$ cat src/sv/union_find_threshold_merge_defines.svh
// assertion macros for the union-find merge engine
// used by the top level; expects clk_i and rst_ni in scope
`ifndef UNION_FIND_THRESHOLD_MERGE_DEFINES_SVH
`define UNION_FIND_THRESHOLD_MERGE_DEFINES_SVH

// same-cycle implication, disabled while in reset
`define UFT_ASSERT_NOW(lbl, ante, cons, msg) \
  lbl: assert property (@(posedge clk_i) disable iff (!rst_ni) (ante) |-> (cons)) else $error(msg);

// next-cycle implication, disabled while in reset
`define UFT_ASSERT_NEXT(lbl, ante, cons, msg) \
  lbl: assert property (@(posedge clk_i) disable iff (!rst_ni) (ante) |=> (cons)) else $error(msg);

`endif

$ cat src/sv/uft_pkg.sv
// shared types and constants for the union-find merge engine
// no dependencies
`default_nettype none

package uft_pkg;

  localparam logic [1:0] OP_LOAD  = 2'd0;
  localparam logic [1:0] OP_EDGE  = 2'd1;
  localparam logic [1:0] OP_QUERY = 2'd2;

  localparam int CNT_W = 11;
  localparam logic [CNT_W-1:0] CNT_MAX = 11'd2047;
  localparam logic [31:0] K_RESET = 32'd9830400;

  typedef struct packed {
    logic [1:0]  op;
    logic [9:0]  node_a;
    logic [9:0]  node_b;
    logic [31:0] edge_weight;
    logic [19:0] node_size;
  } in_word_t;

  typedef struct packed {
    logic [1:0] op_echo;
    logic       merged;
    logic [9:0] root_index;
    logic [9:0] segment_label;
  } out_word_t;

  typedef enum logic [4:0] {
    DP_NOP,
    DP_CLEAR,
    DP_CAPTURE,
    DP_WRAP,
    DP_DIV_INIT,
    DP_DIV_STEP,
    DP_LOAD_WR,
    DP_FIND_START,
    DP_FIND_UP,
    DP_SAVE_ROOT,
    DP_CMP_READ,
    DP_CMP_WRITE,
    DP_EDGE_RDA,
    DP_EDGE_RDB,
    DP_EDGE_CAP,
    DP_DECIDE,
    DP_APPLY,
    DP_LBL_RD,
    DP_LBL_UPD,
    DP_FINISH
  } dp_cmd_e;

  typedef struct packed {
    dp_cmd_e cmd;
    logic    sel_b;
  } dp_ctl_t;

  typedef struct packed {
    logic [1:0] op;
    logic       wrap_done;
    logic       div_last;
    logic       up_done;
    logic       x_eq_r;
    logic       roots_eq;
    logic       clr_last;
    logic       out_busy;
  } dp_stat_t;

endpackage

`default_nettype wire

$ cat src/sv/uft_ctrl.sv
// sequencing state machine for the union-find merge engine
// depends on uft_pkg; drives uft_datapath through dp_ctl_t
`default_nettype none

module uft_ctrl (
  input  wire logic             clk_i,
  input  wire logic             rst_ni,
  input  wire logic             in_valid_i,
  output logic                  in_ready_o,
  input  wire uft_pkg::dp_stat_t stat_i,
  output uft_pkg::dp_ctl_t      ctl_o
);

  typedef enum logic [4:0] {
    ST_CLEAR, ST_IDLE, ST_WRAP, ST_DIV, ST_LOAD_WR, ST_FIND_START, ST_FIND_UP,
    ST_CMP, ST_CMP_WR, ST_EDGE_CHK, ST_EDGE_RDA, ST_EDGE_RDB, ST_EDGE_CAP,
    ST_DECIDE, ST_APPLY, ST_LBL_RD, ST_LBL_UPD, ST_DONE
  } state_e;

  state_e state_q, state_d;
  logic   sel_q, sel_d;

  always_comb begin
    state_d   = state_q;
    sel_d     = sel_q;
    ctl_o.cmd = uft_pkg::DP_NOP;
    ctl_o.sel_b = sel_q;
    case (state_q)
      ST_CLEAR: begin
        ctl_o.cmd = uft_pkg::DP_CLEAR;
        if (stat_i.clr_last) state_d = ST_IDLE;
      end
      ST_IDLE: begin
        if (in_valid_i) begin
          ctl_o.cmd = uft_pkg::DP_CAPTURE;
          state_d   = ST_WRAP;
        end
      end
      ST_WRAP: begin
        if (!stat_i.wrap_done) begin
          ctl_o.cmd = uft_pkg::DP_WRAP;
        end else begin
          sel_d = 1'b0;
          case (stat_i.op)
            uft_pkg::OP_LOAD: begin
              ctl_o.cmd = uft_pkg::DP_DIV_INIT;
              state_d   = ST_DIV;
            end
            uft_pkg::OP_EDGE, uft_pkg::OP_QUERY: state_d = ST_FIND_START;
            default: state_d = ST_DONE;
          endcase
        end
      end
      ST_DIV: begin
        ctl_o.cmd = uft_pkg::DP_DIV_STEP;
        if (stat_i.div_last) state_d = ST_LOAD_WR;
      end
      ST_LOAD_WR: begin
        ctl_o.cmd = uft_pkg::DP_LOAD_WR;
        state_d   = ST_DONE;
      end
      ST_FIND_START: begin
        ctl_o.cmd = uft_pkg::DP_FIND_START;
        state_d   = ST_FIND_UP;
      end
      ST_FIND_UP: begin
        ctl_o.cmd = uft_pkg::DP_FIND_UP;
        if (stat_i.up_done) state_d = ST_CMP;
      end
      ST_CMP: begin
        if (stat_i.x_eq_r) begin
          ctl_o.cmd = uft_pkg::DP_SAVE_ROOT;
          if (stat_i.op == uft_pkg::OP_QUERY) begin
            state_d = ST_LBL_RD;
          end else if (!sel_q) begin
            sel_d   = 1'b1;
            state_d = ST_FIND_START;
          end else begin
            state_d = ST_EDGE_CHK;
          end
        end else begin
          ctl_o.cmd = uft_pkg::DP_CMP_READ;
          state_d   = ST_CMP_WR;
        end
      end
      ST_CMP_WR: begin
        ctl_o.cmd = uft_pkg::DP_CMP_WRITE;
        state_d   = ST_CMP;
      end
      ST_EDGE_CHK: begin
        if (stat_i.roots_eq) begin
          state_d = ST_DONE;
        end else begin
          ctl_o.cmd = uft_pkg::DP_EDGE_RDA;
          state_d   = ST_EDGE_RDB;
        end
      end
      ST_EDGE_RDB: begin
        ctl_o.cmd = uft_pkg::DP_EDGE_RDB;
        state_d   = ST_EDGE_CAP;
      end
      ST_EDGE_CAP: begin
        ctl_o.cmd = uft_pkg::DP_EDGE_CAP;
        state_d   = ST_DECIDE;
      end
      ST_DECIDE: begin
        ctl_o.cmd = uft_pkg::DP_DECIDE;
        state_d   = ST_APPLY;
      end
      ST_APPLY: begin
        ctl_o.cmd = uft_pkg::DP_APPLY;
        state_d   = ST_DONE;
      end
      ST_LBL_RD: begin
        ctl_o.cmd = uft_pkg::DP_LBL_RD;
        state_d   = ST_LBL_UPD;
      end
      ST_LBL_UPD: begin
        ctl_o.cmd = uft_pkg::DP_LBL_UPD;
        state_d   = ST_DONE;
      end
      ST_DONE: begin
        if (!stat_i.out_busy) begin
          ctl_o.cmd = uft_pkg::DP_FINISH;
          state_d   = ST_IDLE;
        end
      end
      default: state_d = ST_IDLE;
    endcase
  end

  assign in_ready_o = (state_q == ST_IDLE);

  always_ff @(posedge clk_i or negedge rst_ni) begin
    if (!rst_ni) begin
      state_q <= ST_CLEAR;
      sel_q   <= 1'b0;
    end else begin
      state_q <= state_d;
      sel_q   <= sel_d;
    end
  end

endmodule

`default_nettype wire

$ cat config.mk
export PLATFORM = sky130hd
export DESIGN_NAME = uft_ctrl
export DESIGN_NICKNAME = d
export VERILOG_FILES = /design/src/sv/union_find_threshold_merge_defines.svh /design/src/sv/uft_pkg.sv /design/src/sv/uft_ctrl.sv
export SDC_FILE = /design/constraint.sdc
export NUM_CORES = 1
export LEC_CHECK = 0
export ABC_AREA = 1
export BUFFER_PORTS_ARGS = -buffer_cell sky130_fd_sc_hd__buf_2
export CAP_MARGIN = 10
export CORE_AREA = 5 5 51 48
export CTS_BUF_LIST = sky130_fd_sc_hd__clkbuf_2 sky130_fd_sc_hd__clkbuf_4 sky130_fd_sc_hd__clkbuf_8
export CTS_CLUSTER_SIZE = 12
export DETAILED_ROUTE_END_ITERATION = 7
export DIE_AREA = 0 0 56 53
export HOLD_SLACK_MARGIN = 0.15
export PLACE_DENSITY = 0.8
export SYNTH_ARGS = -nofsm -noshare
export SYNTH_HDL_FRONTEND = slang
export SYNTH_SLANG_ARGS = --single-unit
export TNS_END_PERCENT = 20
$ cat constraint.sdc
create_clock -name clk_i -period 1.3 [get_ports clk_i]
set_input_delay 0.065 -clock clk_i [delete_from_list [all_inputs] [get_ports clk_i]]
set_output_delay 0.065 -clock clk_i [all_outputs]
set_load 0.02 [all_outputs]
# Yosys cells after proc, flatten, opt, wreduce, memory -nomap -nowiden
# Cells that the tools add are included.
[totals]
regBits = 6
latch_bits = 0
mem_bits_rw = 0
romBits = 0
in_bits = 12
output_inout_bits = 7
wordCells = 58
memories = 0
[classes]
add_sub_neg = 0
n_mul = 0
div_mod_pow = 0
magnitude_cmp = 0
n_eq_ne = 26
n_shift = 0
muxes = 23
bitwise_logic = 0
reduce_logical = 7
[op_table]
columns = ["cell", "count"]
rows = [
  ["$pmux W5 S17", 1],
  ["$pmux W5 S15", 1],
  ["$mux W5", 9],
  ["$eq A5 B4 Y1 const B", 7],
  ["$eq A5 B3 Y1 const B", 4],
  ["$ne A2 B2 Y1 const B", 8],
  ["$mux W4", 3],
  ["$eq A5 B2 Y1 const B", 2],
  ["$eq A5 B5 Y1 const B", 2],
  ["$pmux W5 S2", 1],
  ["$mux W3", 2],
  ["$reduce_and A6 Y1", 1],
  ["$eq A5 B1 Y1 const B", 1],
  ["$logic_not A5 Y1", 1],
  ["$mux W2", 2],
  ["$reduce_and A4 Y1", 1],
  ["$mux W1", 3],
  ["$reduce_or A3 Y1", 1],
  ["$eq A2 B1 Y1 const B", 1],
  ["$eq A2 B2 Y1 const B", 1],
  ["$logic_not A2 Y1", 1],
  ["$pmux W1 S2", 1],
  ["$reduce_bool A2 Y1", 1],
  ["$reduce_or A2 Y1", 1],
]

# Longest topological paths before layout
[logic_depth]
depth_word = 5
ltp_mapped = 11
depth_no_buf = 10

# Worst setup path before layout
# Ideal clock, no wire load.
[synth_timing]
path_type = "register to register"
startpoint = "register state_q[3]"
endpoint = "register state_q[2]"
setup_time_ns = 0.118
arrival_time_ns = 1.267
t_required_ns = 1.182
slack_ns = -0.085
path_stages_with_launch = 11
n_path_buf = 0
period_less_slack_ns = 1.385
path_cell_list = "dfrtp_1 nor2_4 inv_4 nor2_4 nand2_4 nand2_1 nor2_2 nand2_2 inv_2 nand2_1 nand2_1"
[synth_via]
elab_chain_len = 3
elab_cells_between_ends = 26
classes_between = "eq/ne (22); mux (1); reduce/logical (3)"
[synth_lines]
columns = ["item", "line", "rtl"]
rows = [
  ["from (decl)", "uft_ctrl.sv:20", "state_e state_q, state_d;"],
  ["from (signal assigned)", "uft_ctrl.sv:139", "state_q <= state_d;"],
  ["$eq A5 B5 Y1 (tied with other cells)", "uft_ctrl.sv:28", "case (state_q)"],
  ["$reduce_or A3 Y1 (no source line) or $ne A2 B2 Y1 (tied branches)", "-", ""],
  ["$pmux W5 S15 or $reduce_and A6 Y1 (tied branches)", "-", ""],
]
# Several ways; a longest one is shown, not always the timed one.
# A chain may end at the register's enable or synchronous reset.

==> metrics.md <==
| Metric | Value |
|---|---|
| Clock transition at path regs | about 0.05 ns |
| Net Sw Power | about 1.7 mW |
| Crit path from | state_q[1]$_DFFE_PN0P_ |
| Final nets | between 200 and 250 |
| Clock Power Share | 0.055 |
| DR vias/cell | around 5.3 |
| R2R cell count | 10 |
| Sw Ratio | 0.539 |
| Wire length per cell | 13.7 microns |
| Failing checks | negative setup slack |
| Status | complete, but fails checks |
| Max-cap violations | 0 |
| Mux contribution to synthesized area | 0 |
| Vias | ~1200 |
| Mean post-synth cell area | 6.12 sq um |
| Syn Nets | between 150 and 200 |
| Total Power | 3.12 mW |
| Peak supply drop | approximately 1.7 mV |
| Ant. Diodes | 0 |
| Fin crit share | 1.32 |
| Fillers | 140 |
| Area taken by multi-input logic gates | between 600 and 700 sq um |
| Largest net degree at the start of global routing | 11 |
| Register area | around 160 sq um |
| Longest Clk Path Bufs | 2 |
| Critical path type | flip-flop to output pin |
| Placer Congestion | slightly below 1 |
| Register area share after synthesis | 0.167 |
| Initial DRC count | 37 |
| IO Count | 19 |
| Synth area leaders | nand2_1, dfrtp_1, inv_1, nor2_4, nor2_1 |
| Rows | 15 |
| Global-route wire length before repair | between 5000 and 6000 microns |
| Hold Slack | about 0.17 ns |
| Minimum clock period | 1.71 ns |
| XOR/XNOR share of the synthesized area | 0 |
| Achievable Freq | between 0.5 and 0.6 GHz |
| Setup-failing EPs final | 12 |
| H-tree depth | 1 |
| Core ar. | around 1900 sq um |
| Distinct cells, synth | 29 |
| Routed wire length | 3030 microns |
| Die ar. | approximately 3000 sq um |
| Warnings from Yosys | 0 |
| Combinational power share | 0.811 |
| Dpl ws | -0.254 ns |
| Synth top area share | 0.184 |
| Data arrival, critical path | roughly 1.7 ns |
| Clk root buf | clkbuf_4 |
| Nature of the critical path startpoint | flip-flop |
| HPWL after DPL | 2390 microns |
| Power per cell area | about 2300 nW/um^2 |
| Crit Reg-Reg Startpoint | state_q[1]$_DFFE_PN0P_ |
| All-layer global routing usage | 0.223 |
| Worst Tran Pin Value | between 0.3 and 0.4 ns |
| Relative slew margins | 0.748 |
| Antenna violations before repair | 0 |
| Cell-internal power | around 1.4 mW |
| Num CTS Buffers | 3 |
| Area share of and/or/nand/nor cells after synthesis | 0.566 |
| Initial Util | 0.484 |
| Max FO, Critical Path | 6 |
| Largest area contributor in the netlist | nand2_1 |
| I/O Buffers | 18 |
| Unrepaired setup endpoints after global routing | true |
| Worst Slack Setup Final | -0.411 ns |
| Mapped Area | about 900 sq um |
| Worst hold path type | input pin to async pin |
| Post-route ant nets | 0 |
| Clock skew | between 0.005 and 0.006 ns |
| Die W | about 56 microns |
| Static Leak | 0.770 nW |
| Vias in the first global route | between 1000 and 1500 |
| Synth Instances | 147 |
| Post-synthesis adder-cell area fraction | 0.0417 |
| Layout cell share with drive strength beyond 1 | 0.467 |
| Worst Path Required | roughly 1.2 ns |
| Largest family of logic cells by synthesized area | simple AND/OR/NAND/NOR gates |
| CTS tree | built |
| Final hold violation count | 0 |
| CTS sink cnt | 6 |
| Final max-slew violation count | 0 |
| Compound-Gate Fraction of Synth Area | 0.0765 |
| Flop pwr share | 0.134 |
| DIE HEIGHT | between 50 and 60 microns |
| DRT Pass-1 Iters | 4 |
| Total grt overflow | 0 |
| Yosys reg bits | 6 |
| Worst-Skew Late Latency | between 0.2 and 0.25 ns |
| Area growth syn-to-layout | 48.1% |
| Post-route DRC | 0 |
| Setup crit end kind | output pin |
-- stage by stage --
stage               setup TNS [ns]  utilization  cell area [sq um]  instances
global route                 -4.47        0.717               1330        222
detailed placement           -2.09        0.644               1200        214
CTS                          -2.80        0.685               1270        218
finish                       -3.32        0.717               1330        222
floorplan                   -0.540            -                900        147
global placement             -1.97        0.644               1200        214
-- per-layer routing --
metal / part of all wire / track usage / vias to the layer above / wire, microns
met1: 0.40 / 0.239 / 540 / 1220
li1: - / - / 567 / -
met4: 0.033 / 0.0988 / 0 / 99
met5: 0 / 0 / - / 0
met3: 0.073 / 0.0463 / 12 / 221
met2: 0.49 / 0.426 / 61 / 1490
-- cell families after synthesis --
group,count (synthesis)
AOI/OAI and AO/OA,12
DFF,6
adders and majority gates,3
and+or+nand+nor,95
buffers and inverters,31
-- timing repair --
action,4_1_cts,5_1_grt
endpoints found under the hold margin,6,0
endpoints found under the setup margin,12,12
hold buffers,1,0
gates resized for setup,15,9
buffers inserted,0,4
pin swaps,2,0
-- registers in the layout (all words and copies together) (netlist names) --
signal,count
state_q,5
sel_q,1
-- worst max-delay path: stages (launching register included) --
cell,delay [ns]
dfrtp_2,0.45
inv_2,0.10
nand2_4,0.06
nor2_4,0.14
nand2_2,0.08
or2_4,0.25
nand2_4,0.07
nor2_4,0.04
nand3_1,0.09
buf_6,0.13
-- worst paths after layout --
check,endpoint,slack [ns]
max,ctl_o[4],-0.41
min,state_q[2]$_DFFE_PN0P_,0.17
max reg2reg,state_q[3]$_DFFE_PN0P_,-0.26
min reg2reg,state_q[3]$_DFFE_PN0P_,0.59
max in group asynchronous,state_q[3]$_DFFE_PN0P_,0.96
min in group clk_i,state_q[4]$_DFFE_PN0P_,0.20
-- area by class of cell --
| class | instances | area share |
|---|---|---|
| inverter | 28 | 0.0826 |
| timing repair buffer | 50 | 0.263 |
| sequential | 6 | 0.116 |
| tap | 25 | 0.0235 |
| clock buffer | 3 | 0.0169 |
| multi-input combinational | 110 | 0.498 |
-- placed cells by master (no fill, tap or decap) --
cell           instances
a21oi_1                4
a31oi_1                1
buf_2                 14
buf_4                 33
buf_6                  2
clkbuf_4               3
dfrtp_1                2
dfrtp_2                4
dlygate4sd3_1          1
ha_1                   3
inv_1                 20
inv_2                  6
inv_4                  2
nand2_1               40
nand2_2                4
nand2_4                4
nand3_1                8
nand3_2                2
nand3_4                1
nand3b_1               2
nand4_1                7
nor2_1                11
nor2_2                 5
nor2_4                 6
nor2_8                 1
nor3_1                 1
nor3_2                 1
nor4_2                 1
o21ai_0                2
o21ai_1                1
o21ai_2                2
o22ai_1                1
o31ai_1                1
or2_4                  1
-- power groups by stage --
stage	Combinational [mW]	Clock [mW]	Sequential, mW
global route	2.78	0.199	0.427
detailed placement	2.26	0	0.391
floorplan	1.47	0	0.369
global placement	2.22	0	0.379
finish	2.53	0.171	0.419
CTS	2.41	0.176	0.406
-- cells in the mapped netlist (all sizes together) --
master and number:
a21oi 4, a31oi 1, buf 3, dfrtp 6, ha 3, inv 28, nand2 48, nand3 11
nand3b 2, nand4 7, nor2 23, nor3 2, nor4 1, o21ai 5, o22ai 1, o31ai 1
or2 1
(Power assumes the default switching activity.)
